`src/lgr_pkg.sv`:
```
// Shared constants and codes for the linear gain ramp.
// No dependencies; imported by every module of the block.
package lgr_pkg;

  // Gain format: unsigned Q1.23, full level is 1.0
  localparam int GAIN_W    = 24;
  localparam int GAIN_FRAC = 23;
  localparam logic [GAIN_W-1:0] GAIN_FULL = 24'h800000;

  // Ramp duration: unsigned Q8.16 seconds
  localparam int RAMP_W = 24;

  // Step numerator is 2^STEP_EXP; any divisor at or below SAT_DEN saturates the step
  localparam int STEP_EXP = 39;
  localparam longint unsigned SAT_DEN = 64'd1 << (STEP_EXP - GAIN_FRAC);

  // Default parameter values
  localparam int SAMPLE_RATE_DEF = 48000;
  localparam int SAMPLE_BITS_DEF = 24;

  // Input opcodes
  localparam logic [1:0] OP_SAMPLE = 2'd0;
  localparam logic [1:0] OP_UP     = 2'd1;
  localparam logic [1:0] OP_DOWN   = 2'd2;

  // Configuration register indexes
  localparam int CFG_IDX_W = 2;
  localparam logic [CFG_IDX_W-1:0] REG_BYPASS_MUTE = 2'd0;
  localparam logic [CFG_IDX_W-1:0] REG_START_FULL  = 2'd1;

endpackage

```
`src/lgr_div.sv`:
```
// Ramp step unit: step = clamp(floor(2^39 / (rate * ramp)), 1, 1.0).
// Restoring divider, one quotient bit per cycle. Depends on lgr_pkg.
module lgr_div import lgr_pkg::*; #(
  parameter int SAMPLE_RATE_HZ = SAMPLE_RATE_DEF
) (
  input  logic              clk,
  input  logic              rst,
  input  logic              start,
  input  logic [RAMP_W-1:0] ramp,
  output logic              done,
  output logic [GAIN_W-1:0] step
);

  localparam int RATE_W = $clog2(SAMPLE_RATE_HZ + 1);
  localparam int DEN_W  = RATE_W + RAMP_W;
  localparam int CNT_W  = $clog2(GAIN_FRAC);
  localparam logic [RATE_W-1:0] RATE = RATE_W'(SAMPLE_RATE_HZ);
  localparam logic [DEN_W-1:0]  SAT  = DEN_W'(SAT_DEN);

  typedef enum logic [1:0] {D_IDLE, D_CHECK, D_ITER} div_state_t;

  div_state_t           state;
  logic [DEN_W-1:0]     den;
  logic [DEN_W-1:0]     rem;
  logic [GAIN_FRAC-1:0] quo;
  logic [CNT_W-1:0]     cnt;

  logic [DEN_W:0]       rem_sh;
  logic                 fits;
  logic [DEN_W-1:0]     rem_next;
  logic [GAIN_FRAC-1:0] quo_next;

  // One restoring step: shift in a zero dividend bit, subtract when it fits
  always_comb begin
    rem_sh   = {rem, 1'b0};
    fits     = (rem_sh >= {1'b0, den});
    rem_next = fits ? DEN_W'(rem_sh - {1'b0, den}) : rem_sh[DEN_W-1:0];
    quo_next = {quo[GAIN_FRAC-2:0], fits};
  end

  always_ff @(posedge clk) begin
    if (rst) begin
      state <= D_IDLE;
      done  <= 1'b0;
    end else begin
      done <= 1'b0;
      case (state)
        D_IDLE: begin
          if (start) begin
            den   <= DEN_W'(RATE) * DEN_W'(ramp);
            state <= D_CHECK;
          end
        end
        // Small divisors (including zero) give a step of full scale
        D_CHECK: begin
          if (den <= SAT) begin
            step  <= GAIN_FULL;
            done  <= 1'b1;
            state <= D_IDLE;
          end else begin
            // Upper quotient bits are known zero; partial remainder starts at 2^16
            rem   <= SAT;
            quo   <= '0;
            cnt   <= CNT_W'(GAIN_FRAC - 1);
            state <= D_ITER;
          end
        end
        D_ITER: begin
          rem <= rem_next;
          quo <= quo_next;
          cnt <= cnt - 1'b1;
          if (cnt == '0) begin
            // Floor of a very long ramp is held at one LSB
            step  <= (quo_next == '0) ? GAIN_W'(1) : GAIN_W'(quo_next);
            done  <= 1'b1;
            state <= D_IDLE;
          end
        end
        default: state <= D_IDLE;
      endcase
    end
  end

endmodule

```
`src/lgr_mul.sv`:
```
// Sample-by-gain multiplier, two gain bits (one radix-4 digit) per cycle.
// Gives floor(sample * gain / 2^23) truncated to SAMPLE_BITS. Depends on lgr_pkg.
module lgr_mul import lgr_pkg::*; #(
  parameter int SAMPLE_BITS = SAMPLE_BITS_DEF
) (
  input  logic                          clk,
  input  logic                          rst,
  input  logic                          start,
  input  logic signed [SAMPLE_BITS-1:0] sample,
  input  logic        [GAIN_W-1:0]      gain,
  output logic                          done,
  output logic signed [SAMPLE_BITS-1:0] product
);

  localparam int PROD_W = SAMPLE_BITS + GAIN_W;
  localparam int DIGITS = GAIN_W / 2;
  localparam int CNT_W  = $clog2(DIGITS);

  logic                     busy;
  logic signed [PROD_W-1:0] mcand;
  logic        [PROD_W-1:0] acc;
  logic        [GAIN_W-1:0] mplier;
  logic        [CNT_W-1:0]  cnt;

  logic [PROD_W-1:0] add_lo;
  logic [PROD_W-1:0] add_hi;
  logic [PROD_W-1:0] acc_next;

  // Partial product for the current digit, accumulated modulo 2^PROD_W
  always_comb begin
    add_lo   = mplier[0] ? mcand : '0;
    add_hi   = mplier[1] ? PROD_W'(mcand <<< 1) : '0;
    acc_next = acc + add_lo + add_hi;
  end

  always_ff @(posedge clk) begin
    if (rst) begin
      busy <= 1'b0;
      done <= 1'b0;
    end else begin
      done <= 1'b0;
      if (!busy) begin
        if (start) begin
          mcand  <= PROD_W'(sample);
          mplier <= gain;
          acc    <= '0;
          cnt    <= CNT_W'(DIGITS - 1);
          busy   <= 1'b1;
        end
      end else begin
        acc    <= acc_next;
        mcand  <= mcand <<< 2;
        mplier <= mplier >> 2;
        cnt    <= cnt - 1'b1;
        if (cnt == '0) begin
          // Arithmetic shift by the gain fraction, low bits kept
          product <= acc_next[SAMPLE_BITS+GAIN_FRAC-1:GAIN_FRAC];
          done    <= 1'b1;
          busy    <= 1'b0;
        end
      end
    end
  end

endmodule

```
`src/linear_gain_ramp.sv`:
```
// Top level of the linear gain ramp: control sequencer, gain state, config.
// Uses lgr_pkg, lgr_div (ramp step) and lgr_mul (sample scaling).

// Linear fade between silence and full level. A sample transaction (opcode 0)
// moves the Q1.23 gain one step toward its end point and returns the sample
// times the new gain, or zero with the gain unchanged while muted; trigger
// transactions (1 up, 2 down) only set the direction and return nothing.
// One transaction is in work at a time; the output register lets the next
// one be accepted while a result waits. A ramping sample passes through the
// divider (divisor load, check, then 23 quotient bits) and then the 12-digit
// multiplier; a ramp short enough to saturate the step ends the divider after
// its check; a sample already at its end point skips the divider; a muted
// sample skips both; a trigger is done when accepted. A stalled output holds
// the result in the push state. Writing start_full reloads the gain and
// direction at once.
module linear_gain_ramp import lgr_pkg::*; #(
  parameter int SAMPLE_RATE_HZ = SAMPLE_RATE_DEF,
  parameter int SAMPLE_BITS    = SAMPLE_BITS_DEF
) (
  input  logic                          clk,
  input  logic                          rst,
  // input channel
  input  logic                          in_valid,
  output logic                          in_stall,
  input  logic [1:0]                    opcode,
  input  logic signed [SAMPLE_BITS-1:0] sample_in,
  input  logic [RAMP_W-1:0]             ramp_seconds,
  // output channel
  output logic                          out_valid,
  input  logic                          out_stall,
  output logic signed [SAMPLE_BITS-1:0] sample_out,
  output logic                          reached_full,
  output logic                          reached_silent,
  // configuration
  input  logic                          write_en,
  input  logic [CFG_IDX_W-1:0]          write_index,
  input  logic                          write_data
);

  typedef enum logic [1:0] {S_IDLE, S_DIV, S_MUL, S_PUSH} state_t;

  state_t                        state;
  logic                          bypass_mute;
  logic [GAIN_W-1:0]             gain;
  logic                          rising;
  logic signed [SAMPLE_BITS-1:0] samp;
  logic signed [SAMPLE_BITS-1:0] res;
  logic                          full_f;
  logic                          silent_f;

  logic                          in_take;
  logic                          at_end;
  logic                          div_start;
  logic                          div_done;
  logic [GAIN_W-1:0]             step;
  logic                          mul_start;
  logic                          mul_done;
  logic signed [SAMPLE_BITS-1:0] mul_product;
  logic [GAIN_W-1:0]             gain_next;
  logic [GAIN_W-1:0]             mul_gain;
  logic signed [SAMPLE_BITS-1:0] mul_sample;
  logic                          out_free;

  assign in_stall = (state != S_IDLE);
  assign in_take  = in_valid && !in_stall;
  assign out_free = !out_valid || !out_stall;

  // Gain already parked at the end point of the current direction
  assign at_end = rising ? (gain == GAIN_FULL) : (gain == '0);

  assign div_start = in_take && (opcode == OP_SAMPLE) && !bypass_mute && !at_end;
  assign mul_start = (in_take && (opcode == OP_SAMPLE) && !bypass_mute && at_end)
                  || (state == S_DIV && div_done);

  // Step toward the end point with clamping
  always_comb begin
    if (rising) begin
      gain_next = (gain >= GAIN_FULL - step) ? GAIN_FULL : gain + step;
    end else begin
      gain_next = (gain <= step) ? '0 : gain - step;
    end
  end

  assign mul_gain   = (state == S_DIV) ? gain_next : gain;
  assign mul_sample = (state == S_IDLE) ? sample_in : samp;

  lgr_div #(
    .SAMPLE_RATE_HZ(SAMPLE_RATE_HZ)
  ) u_div (
    .clk  (clk),
    .rst  (rst),
    .start(div_start),
    .ramp (ramp_seconds),
    .done (div_done),
    .step (step)
  );

  lgr_mul #(
    .SAMPLE_BITS(SAMPLE_BITS)
  ) u_mul (
    .clk    (clk),
    .rst    (rst),
    .start  (mul_start),
    .sample (mul_sample),
    .gain   (mul_gain),
    .done   (mul_done),
    .product(mul_product)
  );

  // Sequencer, gain state, config registers and output register
  always_ff @(posedge clk) begin
    if (rst) begin
      state       <= S_IDLE;
      bypass_mute <= 1'b0;
      gain        <= GAIN_FULL;
      rising      <= 1'b1;
      out_valid   <= 1'b0;
    end else begin
      if (out_valid && !out_stall) begin
        out_valid <= 1'b0;
      end
      case (state)
        S_IDLE: begin
          if (in_take) begin
            case (opcode)
              OP_UP:   rising <= 1'b1;
              OP_DOWN: rising <= 1'b0;
              OP_SAMPLE: begin
                samp     <= sample_in;
                full_f   <= 1'b0;
                silent_f <= 1'b0;
                if (bypass_mute) begin
                  res   <= '0;
                  state <= S_PUSH;
                end else if (at_end) begin
                  state <= S_MUL;
                end else begin
                  state <= S_DIV;
                end
              end
              default: ;
            endcase
          end
        end
        S_DIV: begin
          if (div_done) begin
            gain     <= gain_next;
            full_f   <= rising && (gain_next == GAIN_FULL);
            silent_f <= !rising && (gain_next == '0);
            state    <= S_MUL;
          end
        end
        S_MUL: begin
          if (mul_done) begin
            res   <= mul_product;
            state <= S_PUSH;
          end
        end
        S_PUSH: begin
          if (out_free) begin
            sample_out     <= res;
            reached_full   <= full_f;
            reached_silent <= silent_f;
            out_valid      <= 1'b1;
            state          <= S_IDLE;
          end
        end
        default: state <= S_IDLE;
      endcase
      // The user must write config only while idle; the block does not enforce it
      if (write_en) begin
        case (write_index)
          REG_BYPASS_MUTE: bypass_mute <= write_data;
          REG_START_FULL: begin
            rising <= write_data;
            gain   <= write_data ? GAIN_FULL : '0;
          end
          default: ;
        endcase
      end
    end
  end

`ifndef SYNTHESIS
  // Gain never leaves the range 0 to 1.0
  a_gain_range: assert property (@(posedge clk) disable iff (rst)
    gain <= GAIN_FULL)
    else $error("gain above full scale");

  // A result never claims both end points
  a_flags_excl: assert property (@(posedge clk) disable iff (rst)
    !(out_valid && reached_full && reached_silent))
    else $error("both end flags set");

  // Divider finishes only while the sequencer waits for it
  a_div_done: assert property (@(posedge clk) disable iff (rst)
    div_done |-> state == S_DIV)
    else $error("divider done outside divide phase");

  // Multiplier finishes only while the sequencer waits for it
  a_mul_done: assert property (@(posedge clk) disable iff (rst)
    mul_done |-> state == S_MUL)
    else $error("multiplier done outside multiply phase");
`endif

endmodule
```
`config.mk`:
```
export PLATFORM = sky130hd
export DESIGN_NAME = linear_gain_ramp
export DESIGN_NICKNAME = d
export VERILOG_FILES = /design/src/lgr_pkg.sv /design/src/lgr_div.sv /design/src/lgr_mul.sv /design/src/linear_gain_ramp.sv
export SDC_FILE = /design/constraint.sdc
export NUM_CORES = 1
export LEC_CHECK = 0
export ABC_AREA = 1
export ABC_CLOCK_PERIOD_IN_PS = 9600
export BUFFER_PORTS_ARGS = -buffer_cell sky130_fd_sc_hd__buf_2
export CELL_PAD_IN_SITES_DETAIL_PLACEMENT = 1
export CELL_PAD_IN_SITES_GLOBAL_PLACEMENT = 1
export CORE_AREA = 2 2 323 245
export DETAILED_ROUTE_END_ITERATION = 6
export DIE_AREA = 0 0 325 247
export PLACE_DENSITY_LB_ADDON = 0.1
export SYNTH_ARGS = -nofsm -noshare
export SYNTH_HDL_FRONTEND = slang
export SYNTH_SLANG_ARGS = --single-unit
```
`constraint.sdc`:
```
create_clock -name clk -period 9.6 [get_ports clk]
set_input_delay 1.92 -clock clk [delete_from_list [all_inputs] [get_ports clk]]
set_output_delay 1.92 -clock clk [all_outputs]
set_load 0.02 [all_outputs]
```
# After elaboration in Yosys (flattened, before gate mapping)
# Cells that the tools add are included.
dict set report totals {
  register_bits 382
  latch_bits 0
  ram_bits 0
  rom_bits 0
  output_inout_bits 28
  elab_cells 177
  mem_count 0
}
dict set report classes {
  n_addsub 8
  n_mul 1
  div_mod_pow 0
  magnitude_cmp 4
  eq_ne 20
  shift 0
  muxes 70
  n_bitwise 2
  n_reduce_logical 44
}
# op n
set op_table {}
lappend op_table {{two-way mux 24 bit} 17}
lappend op_table {{two-way mux 48 bit} 6}
lappend op_table {{adder 48 bit} 2}
lappend op_table {{one-hot mux 24 bit (2 select lines)} 2}
lappend op_table {{two-way mux 40 bit} 2}
lappend op_table {{one-hot mux 40 bit (2 select lines)} 1}
lappend op_table {{== test 24 bit (second input constant)} 2}
lappend op_table {{zero test 24 bit} 2}
lappend op_table {{two-way mux 22 bit} 2}
lappend op_table {{one-hot mux 22 bit (2 select lines)} 1}
lappend op_table {{greater-or-equal comparator 41 x 40 -> 1 bit} 1}
lappend op_table {{less-or-equal comparator 40 x 17 -> 1 bit (second input constant)} 1}
lappend op_table {{subtractor 40 bit} 1}
lappend op_table {{multiplier 9 x 24 -> 33 bit (first input constant)} 1}
lappend op_table {{adder 24 bit} 1}
lappend op_table {{greater-or-equal comparator 24 bit} 1}
lappend op_table {{less-or-equal comparator 24 bit} 1}
lappend op_table {{subtractor 24 bit} 1}
lappend op_table {{subtractor 24 bit (first input constant)} 1}
lappend op_table {{zero test 23 bit} 1}
lappend op_table {{two-way mux 23 bit} 1}
lappend op_table {{two-way mux 2 bit} 10}
lappend op_table {{two-way mux 1 bit} 18}
lappend op_table {{!= test 2 bit (second input constant)} 6}
lappend op_table {{other kinds (25)} 67}

# Logic depth before layout (Yosys ltp)
# Gate-level depths: netlist of run 1.
dict set report logic_depth {
  ltp_word 9
  depth_mapped 31
  ltp_nobuf 30
}

# Cells and area by module
# Synthesis of run 1 repeated with hierarchy kept, for this count alone.
dict set report unflattened {
  hier_cells 4598
  hier_area_um2 33719.8
}
# module n_inst cells_per_inst area_each_um2
set by_module_without_submodules {}
lappend by_module_without_submodules {lgr_div 1 1685 13215.2}
lappend by_module_without_submodules {lgr_mul 1 1508 11135.7}
lappend by_module_without_submodules {linear_gain_ramp 1 1405 9369.0}

# Worst setup path before layout of run 1
# OpenSTA, ideal clock, no wires.
dict set report synth_timing {
  path_kind {input -> register}
  start {input port opcode[1]}
  end {register u_mul.busy}
  setup_time_ps 86
  arrival_ps 9064
  required_ps 9514
  path_slack_ps 450
  stages 7
  path_cell_list {inv_1 > ha_1 > inv_1 > nor2_1 > nand3_1 > a31oi_1 > o31a_1}
}
dict set report synth_between {
  elab_chain_cells 7
}
# item line_no
set synth_lines {}
lappend synth_lines {{from (decl)} linear_gain_ramp.sv:25} ;# input logic [1:0] opcode,
lappend synth_lines {{zero test 2 bit} linear_gain_ramp.sv:72} ;# assign mul_start = (in_take && (opcode == OP_SAMPLE) && !bypass_mute && at_end)
lappend synth_lines {{logical AND 1 bit (3 in a row)} linear_gain_ramp.sv:72}
lappend synth_lines {{logical OR 1 bit} linear_gain_ramp.sv:73} ;# || (state == S_DIV && div_done);
lappend synth_lines {{two-way mux 1 bit} lgr_mul.sv:43} ;# if (start) begin
lappend synth_lines {{two-way mux 1 bit} lgr_mul.sv:42} ;# if (!busy) begin
lappend synth_lines {{to (signal assigned)} lgr_mul.sv:38} ;# busy <= 1'b0;
lappend synth_lines {{to (signal assigned)} lgr_mul.sv:48} ;# busy <= 1'b1;
lappend synth_lines {{to (signal assigned)} lgr_mul.sv:59} ;# busy <= 1'b0;
lappend synth_lines {{to (decl)} lgr_mul.sv:19} ;# logic busy;
# No other way between the ends.
# A chain may end at the register's enable or synchronous reset.

# Worst setup path after layout of run 1
dict set report layout_timing {
  start {input port ramp_seconds[8]}
  end {register u_div.den[26], data pin}
}
dict set report layout_between {
  elab_chain_cells 1
}
# item line_no
set layout_lines {}
lappend layout_lines {{from (decl)} linear_gain_ramp.sv:27} ;# input logic [RAMP_W-1:0] ramp_seconds,
lappend layout_lines {{multiplier 9 x 24 -> 33 bit} lgr_div.sv:50} ;# den <= DEN_W'(RATE) * DEN_W'(ramp);
lappend layout_lines {{to (signal assigned)} lgr_div.sv:50}
lappend layout_lines {{to (decl)} lgr_div.sv:23} ;# logic [DEN_W-1:0] den;
# No other way between the ends.

==> metrics.yaml, run 1 <==
cts_resized: 0
place_hpwl_um: 75100
power_density_nw_per_um2: 213
ioPinCount: 86
worst_pin_slew_ps: 1050
crit_buf_inv: 6
ys_warn_count: 0
clock.fmax_ghz: 0.174
crit_top_cell: "inv_1"
ys.flop_type: "edfxtp_1"
via_per_inst: 5.03
rsz0062_at_grt: "false"
multi_input_area_um2: 16900
die-area_um2: 80300
place_ws_ps: 3250
core_area_um2: 77600
fin_area_um2: 34300
ant_nets: 0
worst_slack_ps: 3840
critical_path.max_stage_delay_ps: 540
cts_buffer_depth: 3
skew_ps: 27.4
diodes: 0
worstHoldPathType: "flop to flop"
peakVddDrop_mv: 0.145
antenna_found_initial: 3
area_growth_pct: 9.07
grt_max_degree: 68
num_vias: 25700
crit_family: "adder cells"
path_max_fanout: 7
hold_slack_ps: 418
crit_arrival_ps: 6090
async_flop_share_pct: 0
ys_seq_elements: 373
setup_violations: 0
start_util_pct: 40.5
yosysUniqueCellTypes: 59
drt_iter0_drc: 1880
core.rowCount: 89
syn_area_per_cell_um2: 7.94
clkTransAtPathRegs_ps: 60
post-route-min-period_ps: 5760
cts.sinks: 373
drc: 0
worstPathCellList: "buf_2, fa_1, inv_1, fa_1, inv_1, fa_1, inv_1, fa_1, inv_1, ha_1, a21oi_1, nand2_1, a21oi_1, inv_1, a21oi_1, o21ai_0, a21oi_1, xnor2_1"
drtPass1Iterations: 6
dpl-instance-area_um2: 33000
outcome: "finished clean"
path_class: "input pin to flop"
post_drt_wl_per_cell_um: 18.2
ctsHoldBuffers: 0
grt-ovfl-total: 0
drive_above_1_share_pct: 5.98
cts_buffers: 42
die_h_um: 247
relSlewSlack_pct: 30.3
final_nets: 4499
cp-start-kind: "input pin"
power.leakage_nw: 17.0
clk_latency_ps: 600
syn-cell-area_um2: 31400
numPortBuffers: 85
htree_levels: 2
grt_pass1_vias: 25800
synth_fp_nets: 4426
required_ps: 9930
period_share_pct: 60.0
dp.cells: 5032
clock-root-buffer: "clkbuf_16"
endpoint_kind: "flop"
cts_tree: "built"
tns_ps: 0
syn_inst: 3957
synth_edf_count: 339
stdcell_count: 5108
max_cap_violations: 0
final-hold-violation-count: 0
grt_pass1_wl_um: 146000
post-cts-setup-buffers: 0
yosysSeqAreaShare_pct: 34.6
drv_slew: 0
place_congestion: 0.920
wl_um: 93000
slowest_stage: "fa_1"
seq_area_um2: 10900
fp.dieW_um: 325
grtUsageTotal_pct: 23.2
nFillCells: 9525
==> kinds of logic after synthesis <==
group | Yosys count | share of synthesized area (%)
AO/OA/AOI/OAI | 600 | 10.4
XOR/XNOR | 106 | 2.96
adder cells (fa/ha/maj) | 411 | 20.1
buffers and inverters | 969 | 11.9
flip-flops | 373 | 34.6
AND/OR/NAND/NOR | 1498 | 20.0
==> cells in the final DEF, fill, tap and decap left out, types with 26 or more instances in the layout <==
master     Yosys  routed
xor2_1        76      76
nor2_1       312     310
xnor2_1       30      30
fa_1         157     157
clkbuf_16      0      42
o21ai_0      193     193
buf_4          7      26
a21oi_1      297     297
inv_1        877     875
nand4_1       41      41
o21bai_1      30      30
dfxtp_1       34      33
nand2_1      888     888
buf_2          7      85
edfxtp_1     339     339
ha_1         254     253
nor3_1        39      36
nand3_1      132     132
==> final timing paths <==
kind	start	endpoint	slack (ps)	depth (start not counted)
setup / recovery	ramp_seconds[8]	u_div.den[26]	3840	18
hold / removal	res[22]	sample_out[22]	420	0
hold reg to reg	res[22]	sample_out[22]	420	0
setup reg to reg	u_div.step[1]	full_f	4290	28
==> synth_stat cells (all sizes together) (5+ instances only) <==
| cell type | number | area [um^2] |
|---|---|---|
| xnor2 | 30 | 263 |
| o21ai | 198 | 1000 |
| buf | 27 | 196 |
| nor4 | 23 | 144 |
| nor2 | 318 | 1230 |
| a21o | 14 | 105 |
| xor2 | 76 | 666 |
| a21oi | 302 | 1540 |
| a211oi | 5 | 37.5 |
| edfxtp | 339 | 10200 |
| a31oi | 17 | 106 |
| dfxtp | 34 | 681 |
| inv | 885 | 3320 |
| o21bai | 30 | 225 |
| clkbuf | 55 | 221 |
| nand3b | 6 | 45.0 |
| o21a | 9 | 67.6 |
| nand2 | 915 | 3540 |
| nand4 | 41 | 257 |
| a21boi | 5 | 37.5 |
| or2 | 5 | 31.3 |
| nor3 | 45 | 268 |
| fa | 157 | 3140 |
| nand3 | 135 | 698 |
| o211ai | 10 | 75.1 |
| ha | 254 | 3180 |
==> registers in the layout, indices dropped and copies added (netlist names), 2 cells and up <==
name           cells
state              2
u_div.den         33
u_div.step        24
u_mul.acc         47
samp              24
u_mul.mcand       47
u_div.rem         33
u_div.quo         22
u_div.cnt          5
u_div.state        2
gain              24
u_mul.product     24
u_mul.cnt          4
sample_out        24
u_mul.mplier      24
res               24
==> final cells by class <==
cell class	instances	area share, %
multi-input cells	2615	49.2
flip-flops and latches	373	31.7
inverters	887	9.72
well taps	1046	3.82
clock buffers	55	3.24
repair buffers	111	1.81
clock inverters	21	0.515
==> stage by stage <==
| step | total power, mW | utilization [%] |
|---|---|---|
| after floorplan | 4.73 | - |
| after global placement | 5.71 | 42.5 |
| after detailed placement | 5.76 | 42.5 |
| after CTS | 7.37 | 44.1 |
| after global routing | 7.91 | 44.1 |
| final | 7.31 | 44.1 |
==> where the power goes <==
part           switching (mW)  internal (mW)  total, mW  leakage (nW)
sequential             0.0882           2.11       2.20          3.37
combinational            2.37           1.17       3.54          13.0
clock                   0.718          0.853       1.57         0.625
==> per-layer routing <==
layer / global-route usage (%) / wire [um] / part of all wire (%) / vias to the layer above
li1: - / - / - / 12700
met1: 37.4 / 50900 / 55 / 12400
met2: 32.4 / 35900 / 39 / 480
met3: 3.18 / 4450 / 4.8 / 90
met4: 4.78 / 1720 / 1.8 / 4
met5: 0 / 30 / 0.032 / -
Note: power is estimated with default switching activity, not from simulation.
==> run 2: changes to the inputs <==
Settings changed: ABC_CLOCK_PERIOD_IN_PS 9600 to 5500.
Clock period 9.6 ns to 5.5 ns, I/O delays scaled along.
==> run 2 against run 1 <==
Net effect: via count is 0.16% lower; critical path depth rose by 13; clock power up 82%; first-iteration DRC count decreased by 8.5%; total power grew 77%; hold slack is essentially flat; combinational power grew 77%; non-clock buffer count increased by 9; wire length down 0.26%; core utilization increased by 0.19 points; critical path type is now flop to flop.
==> metrics.yaml, run 2 (synthesized netlist as in run 1, its figures left out) <==
required_ps: 5970  # -3960 ps
crit_family: "simple AND/OR/NAND/NOR gates"
area_growth_pct: 9.53
antenna_found_initial: 4  # +1
ioPinCount: 86  # unchanged
relSlewSlack_pct: 27.5  # -2.8 points
power_density_nw_per_um2: 376  # +76%
final-hold-violation-count: 0  # unchanged
crit_top_cell: "nand2_1"
drtPass1Iterations: 5  # -1
layout_commonest_cell: "nand2_1"
reg2regPathDepth: 31  # +11%
die_h_um: 247  # unchanged
ctsHoldBuffers: 0  # unchanged
place_hpwl_um: 75200  # +0.19%
numPortBuffers: 85  # unchanged
post_drt_wl_per_cell_um: 18.1  # -0.41%
slowest_stage: "edfxtp_1"
max_cap_violations: 0  # unchanged
drv_slew: 0  # unchanged
path_max_fanout: 17  # +10
period_share_pct: 87.9
skew_ps: 38.8  # +11.4 ps
largestRegisters: "u_mul.acc: 47 flops, u_mul.mcand: 47 flops"
endpoint_kind: "flop"
cts_tree: "built"
drive_above_1_share_pct: 6.27  # +0.28 points
fp.dieW_um: 325  # unchanged
place_congestion: 0.929  # +1.0%
hold_slack_ps: 418  # +0.450 ps
clock.fmax_ghz: 0.207
cts.sinks: 373  # unchanged
tns_ps: 0  # unchanged
mostFrequentLayoutCells: "887 x nand2_1, 875 x inv_1, 339 x edfxtp_1"
setup_violations: 0  # unchanged
core.rowCount: 89  # unchanged
cp.depth: 31  # +13
final_nets: 4509  # +0.22%
grt_pass1_vias: 26000  # +0.63%
htree_levels: 2  # unchanged
cts_buffers: 43  # +2.4%
power.leakage_nw: 17.0  # +0.48%
num_vias: 25700  # -0.16%
nFillCells: 9605  # +0.84%
worstHoldPathType: "flop to flop"
peakVddDrop_mv: 0.277  # +90%
drc: 0  # unchanged
worst_pin_slew_ps: 1090  # +43.2 ps
grtUsageTotal_pct: 23.3  # +0.066 points
crit_buf_inv: 6  # unchanged
via_per_inst: 5.02  # -0.31%
grt-ovfl-total: 0  # unchanged
rsz0062_at_grt: "false"
path_class: "flop to flop"
clkTransAtPathRegs_ps: 60  # about the same
multi_input_area_um2: 16900  # about the same
diodes: 0  # unchanged
ant_nets: 0  # unchanged
clock-root-buffer: "clkbuf_16"
clk_latency_ps: 620  # +20 ps
cp-start-kind: "flop"
grt_pass1_wl_um: 147000  # +0.74%
post-route-min-period_ps: 4830
core_area_um2: 77600  # unchanged
critical_path.max_stage_delay_ps: 520  # -20 ps
crit_arrival_ps: 5310  # -780 ps
drt_iter0_drc: 1721  # -8.5%
outcome: "finished clean"
seq_area_um2: 10900  # unchanged
wl_um: 92700  # -0.26%
die-area_um2: 80300  # unchanged
cts_buffer_depth: 3  # unchanged
start_util_pct: 40.5  # unchanged
hold_depth: 0  # unchanged
grt_max_degree: 77  # +13%
## run 2: cell types whose count changed in the layout (fill, tap and decap cells not counted), moves of 2 or more
cell / delta
inv_16: -2
clkbuf_1: -4
clkinv_1: +2
buf_4: +8
bufinv_16: +2
## run 2: per-stage QoR
| stage | setup WS (ps) | power, mW | utilization, % | cells | area (um^2) |
|---|---|---|---|---|---|
| after floorplan | 367 | 8.24 | - | 3957 | 31400 |
| after global placement | 180 | 10.0 | 42.6 | 5040 | 33100 |
| after detailed placement | 94.0 | 10.1 | 42.6 | 5040 | 33100 |
| after CTS | 599 | 13.0 | 44.3 | 5115 | 34400 |
| after global routing | 47.3 | 14.0 | 44.3 | 5116 | 34400 |
| final | 665 | 12.9 | 44.3 | 5116 | 34400 |
## run 2: per-layer routing
layer,track usage [%],up-vias,part of all wire [%]
met5,0,-,0.041
met4,3.79,6,1.4
met3,3.77,83,5.2
met2,32.9,443,39
met1,37.2,12400,54
li1,-,12700,-
## run 2: final timing paths
kind | end | slack, ps | start
setup reg to reg | silent_f | 670 | u_div.step[1]
setup / recovery | silent_f | 670 | u_div.step[1]
hold reg to reg | sample_out[19] | 420 | res[19]
hold / removal | sample_out[19] | 420 | res[19]
## run 2: area by class of cell
class	count	area share (%)
Inverter	887	9.68
Sequential cell	373	31.6
Clock buffer	51	3.21
Tap cell	1046	3.80
Multi-Input combinational cell	2615	49.0
Clock inverter	24	0.694
Timing Repair Buffer	120	2.04
## run 2: where the power goes
| part | switching (mW) | internal, mW |
|---|---|---|
| Sequential | 0.151 | 3.68 |
| Clock | 1.26 | 1.59 |
| Combinational | 4.17 | 2.09 |
## run 2: timing repair
| item | CTS | global route |
|---|---|---|
| setup endpoints to repair | 0 | 2 |
| buffers inserted | 0 | 1 |
| resized for setup | 0 | 2 |
